<file path="src/hpq_pkg.sv">
// shared types, widths and codes of the histogram percentile query block
`default_nettype none

package hpq_pkg;

  localparam int DEF_BINS      = 256;
  localparam int DEF_BANDS     = 4;
  localparam int FRACTION_BITS = 16;
  localparam int FRAC_W        = FRACTION_BITS + 1;
  localparam int COUNT_W       = 32;
  localparam int TOTAL_W       = 40;
  localparam int INT_W         = 16;
  localparam int SHIFT_W       = 4;
  localparam int MAX_SHIFT     = 15;
  localparam int BAND_W        = 2;
  localparam int BIN_W         = 8;
  localparam int CFG_IDX_W     = 2;
  localparam int CFG_DATA_W    = 16;

  localparam logic MODE_LOAD  = 1'b0;
  localparam logic MODE_QUERY = 1'b1;

  localparam logic [CFG_IDX_W-1:0] REG_RANGE_LOW      = 2'd0;
  localparam logic [CFG_IDX_W-1:0] REG_BIN_WIDTH_LOG2 = 2'd1;

  localparam logic [SHIFT_W-1:0] BIN_WIDTH_LOG2_RST = 4'd8;

  typedef struct packed {
    logic               mode;
    logic [BAND_W-1:0]  band;
    logic [BIN_W-1:0]   bin_index;
    logic [COUNT_W-1:0] bin_count;
    logic [INT_W-1:0]   intensity;
    logic               upper_side;
  } item_t;

  typedef struct packed {
    logic [FRAC_W-1:0] fraction;
    logic              total_zero;
  } result_t;

  typedef enum logic [12:0] {
    ST_CLEAR   = 13'b0000000000001,
    ST_IDLE    = 13'b0000000000010,
    ST_LD_RD   = 13'b0000000000100,
    ST_LD_SUB  = 13'b0000000001000,
    ST_LD_ADD  = 13'b0000000010000,
    ST_Q_CLAMP = 13'b0000000100000,
    ST_Q_BIN   = 13'b0000001000000,
    ST_Q_SUM   = 13'b0000010000000,
    ST_Q_MUL   = 13'b0000100000000,
    ST_Q_NUM   = 13'b0001000000000,
    ST_Q_CMP   = 13'b0010000000000,
    ST_Q_DIV   = 13'b0100000000000,
    ST_DONE    = 13'b1000000000000
  } state_t;

endpackage

`default_nettype wire

</file>
<file path="src/hpq_addsub.sv">
// shared adder and subtractor with carry out as compare result
`default_nettype none

module hpq_addsub #(
  parameter int W = 56
) (
  input  wire logic [W-1:0] a,
  input  wire logic [W-1:0] b,
  input  wire logic         sub,
  output logic      [W-1:0] sum,
  output logic              carry
);
  import hpq_pkg::*;

  logic [W:0] full;

  // carry high on subtract means a >= b
  always_comb begin
    full  = {1'b0, a} + {1'b0, (sub ? ~b : b)} + (W + 1)'(sub);
    sum   = full[W-1:0];
    carry = full[W];
  end

endmodule

`default_nettype wire

</file>
<file path="config.mk">
export PLATFORM = sky130hd
export DESIGN_NAME = hpq_addsub
export DESIGN_NICKNAME = d
export VERILOG_FILES = /design/src/hpq_pkg.sv /design/src/hpq_addsub.sv
export SDC_FILE = /design/constraint.sdc
export NUM_CORES = 1
export LEC_CHECK = 0
export BUFFER_PORTS_ARGS = -buffer_cell sky130_fd_sc_hd__buf_2
export CORE_MARGIN = 2
export CORE_UTILIZATION = 55
export DETAILED_ROUTE_END_ITERATION = 7
export PLACE_DENSITY = 0.95
export SLEW_MARGIN = 15
export SYNTH_ARGS = -nofsm -noshare
export SYNTH_HDL_FRONTEND = slang
export SYNTH_SLANG_ARGS = --single-unit
</file>
<file path="constraint.sdc">
create_clock -name vclk -period 8.01
set_input_delay 0 -clock vclk [all_inputs]
set_output_delay 0 -clock vclk [all_outputs]
set_load 0.01 [all_outputs]
</file>
# After elaboration in Yosys (flattened, before gate mapping)
# Cells that the tools add are included.
# classes
div_mod_pow	0
shift	0
n_lt_le_gt_ge	0
addsub	2
eq_ne	0
muxes	1
n_bitwise	1
multipliers	0
n_reduce_logical	0
# ops
cell	n
56-bit by 56-bit adder with 57-bit output	1
57-bit by 1-bit adder with 57-bit output	1
56-bit two-way mux	1
56-bit inverter	1
# totals
out_inout_bits	57
latch_bits	0
romBits	0
reg_bits	0
word_cells	4
inputBits	113
ram_bits	0
memories	0

# Depth between registers and ports, before layout
# logic_depth
ltp_word	4
mapped_depth	14
depth_no_buf	12

# Worst setup path after synthesis
# OpenSTA, ideal clock, no wires.
# synth_timing
kind	input -> output
from	input port sub
to	output port sum[53]
path_slack_ps	4861
path_buffers	2
t_required_ps	8010
path_stages	13
arrival_ps	3149
path_cell_list	clkbuf_1 clkbuf_1 xor2_1 ha_1 nand4_2 a2111oi_2 o21ai_1 a211oi_2 o2111ai_2 a31oi_4 nand2_2 o41ai_2 xor2_1
# synth_between
elab_chain_cells	3
# synth_lines
element	line	rtl
from (decl)	hpq_addsub.sv:9	input wire logic sub,
56-bit two-way mux	hpq_addsub.sv:19	full = {1'b0, a} + {1'b0, (sub ? ~b : b)} + (W + 1)'(sub);
56-bit by 56-bit adder with 57-bit output	hpq_addsub.sv:19	
57-bit by 1-bit adder with 57-bit output *	hpq_addsub.sv:19	
to (decl)	hpq_addsub.sv:10	output logic [W-1:0] sum,
# Mark *: on every way between the ends. The rest lies on a longest branch, timed or not.

# Final worst setup path
# layout_timing
from	input port sub
to	output port sum[54]
# The elaborated chain is that of the path after synthesis.

==> results.yml <==
synth:
  syn_nets: 717
  synth_area_leaders: "ha_1 20%, xor2_1 17%, a21oi_1 7.9%"
  seq_area_frac_synth_pct: 0
  syn_area_mm2: 0.003909
  syn_inst: 542
  synth_cell_types: 62
  yosysWarningCount: 0
  synth_top_area_share_pct: 19.53
  syn_avg_cell_area_um2: 7.212
  synth_top_area_cell: "ha_1"
route:
  drt-vias-per-instance: 5.992
  ant_nets: 0
  wl_mm: 11.89
  firstDrtPassIters: 5
  vias: 4728
  routedWlPerCell_um: 15.07
  drc: 0
  drtIter0Drc: 209
power_and_ir_drop:
  peakVddDrop_mv: 0.07847
  p_int_uw: 267.2
  power_frac_comb_pct: 100.0
  switching_share_pct: 57.79
  clkPwrFrac_pct: 0
  power.leakage_uw: 0.002375
  power_density_mw_per_mm2: 133.2
  power_frac_seq_pct: 0
  switching_power_uw: 365.8
sta:
  slew_headroom_pct: 41.94
  period_minus_slack_ns: 3.918
  slew_violations: 0
  finalHoldViolations: 0
  max_freq_mhz: 255.2
  fin_crit_sh_pct: 48.91
  setup_viol: 0
  grt_setup_unrepaired: "no"
  setup_tns_ns: 0
  worstMarginPinSlew_ns: 0.8709
  setup_ws_ns: 4.092
global_route:
  grt_usage_pct: 29.25
  grt_busiest_layer: "met2"
  grt_pass1_vias: 4527
  grt_use_met3_pct: 1.679
  overflow: 0
  antenna_found_initial: 0
  grtUsageMet1_pct: 35.02
  grt_pass1_wl_mm: 19.29
  grt_max_degree: 57
  grt_use_met2_pct: 55.78
flow_run:
  maxCapViolations: 0
setup_path:
  cp_data_required_time_ns: 8.01
  start_kind: "input port"
  worstSetupPathType: "input port to output port"
  max_stage_delay_ns: 0.66
  critPathBufInv: 3
  crit_slowest_cell: "buf_4"
  path_cells: "buf_2 -> buf_4 -> mux2i_1 -> fa_1 -> nand2b_1 -> a21oi_1 -> o211ai_1 -> a211o_1 -> a2111oi_1 -> nor2_1 -> a21oi_1 -> a31oi_1 -> xnor2_1 -> buf_2"
  cp_top_family: "compound AO/OA/AOI/OAI gates"
  end_kind: "output port"
  arrival_ns: 3.92
  crit_path_max_fanout: 56
clock_tree:
  cts_resized: 0
  postCtsHoldBufs: 0
  cts_setup_buffers: 0
placed_design:
  globalplace.congestion: 0.9217
  hpwl_mm: 9.977
  portBuffers: 170
  post-place-ws_ns: 4.112
die:
  dieArea_mm2: 0.007797
  io_pins: 170
  fp.dieH_um: 88.30
  initial_utilization_pct: 57.22
  die_x_um: 88.30
  row_count: 30
  core_area_mm2: 0.006832
layout:
  n_antenna_cell: 0
  seq_area_um2: 0
  clockBufferCount: 0
  nNetsFinal: 870
  multi_input_area_mm2: 0.003717
  drive_above_1_share_pct: 27.42
  syn_to_final_growth_pct: 21.57
  nFlopsAndLatches: 0
  fill_cells: 594
worst_hold_path:
  hold_path_class: "input port to output port"
run_status:
  status: "complete, no violations"
-- cell usage after synthesis (8+ instances only) --
master and n:
a211oi_1 8, a21o_1 22, a21oi_1 62, ha_1 61, inv_1 15, nand2_1 43
nand2b_1 10, nand3_1 8, nand4_1 17, nor2_1 36, nor3_1 15, o21a_1 8
o21ai_0 33, o21bai_1 15, xnor2_1 30, xor2_1 76
-- path summary, 6_finish.rpt --
path / from / endpoint / slack (ns) / cells after the start
setup / recovery: sub / sum[54] / 4.09 / 14
hold / removal: a[0] / sum[0] / 0.29 / 3
-- stage by stage --
| stage | util (%) | instances | total power [uW] | hold slack [ns] | instance area (um2) |
|---|---|---|---|---|---|
| 6_report | 69.56 | 789 | 633.0 | 0.2865 | 4752 |
| 5_1_grt | 69.56 | 789 | 690.8 | 0.2922 | 4752 |
| 4_1_cts | 69.56 | 789 | 625.5 | 0.2884 | 4752 |
| 3_5_place_dp | 69.56 | 789 | 621.3 | 0.2880 | 4752 |
| 3_3_place_gp | 69.56 | 789 | 604.3 | 0.2808 | 4752 |
| 2_1_floorplan | - | 542 | 431.6 | 0.07601 | 3909 |
-- power by group through the flow --
| stage | Combinational [uW] | Sequential (uW) | Clock (uW) |
|---|---|---|---|
| floorplan | 432 | 0 | 0 |
| global placement | 604 | 0 | 0 |
| detailed placement | 621 | 0 | 0 |
| CTS | 625 | 0 | 0 |
| global route | 691 | 0 | 0 |
| finish | 633 | 0 | 0 |
-- metal layers --
layer	wire length, um	up-vias	share of wire [%]
met5	0	-	0
met4	301	0	2.5
met3	784	40	6.6
met2	5812	237	49
met1	4991	2177	42
li1	-	2274	-
-- cell families after synthesis --
family	Yosys count	share of synthesized area, %
AO/OA/AOI/OAI	185	31.53
buffers and inverters	35	4.898
XOR/XNOR	106	23.75
multiplexers	2	0.5122
AND/OR/NAND/NOR	152	19.27
adder cells (fa/ha/maj)	62	20.04
-- cells in the final DEF, fill, tap and decap left out, drive strengths merged, types with 2 or more instances in the layout --
cell and instances:
a2111oi 2, a211oi 9, a21o 22, a21oi 63
a221o 2, a221oi 2, a31oi 3, a41oi 2
and2 5, and3 2, and4 3, buf 171
ha 61, inv 15, mux2i 2, nand2 44
nand2b 10, nand3 8, nand4 18, nor2 36
nor2b 6, nor3 15, o2111ai 3, o211ai 7
o21a 8, o21ai 34, o21bai 15, o22ai 2
o31ai 3, xnor2 30, xor2 76
-- final cells by class --
type	count	share of cell area (%)
multi-input cells	507	78.23
repair buffers	171	18.06
well taps	96	2.528
inverters	15	1.185
Note: power is estimated with default switching activity, not from simulation.
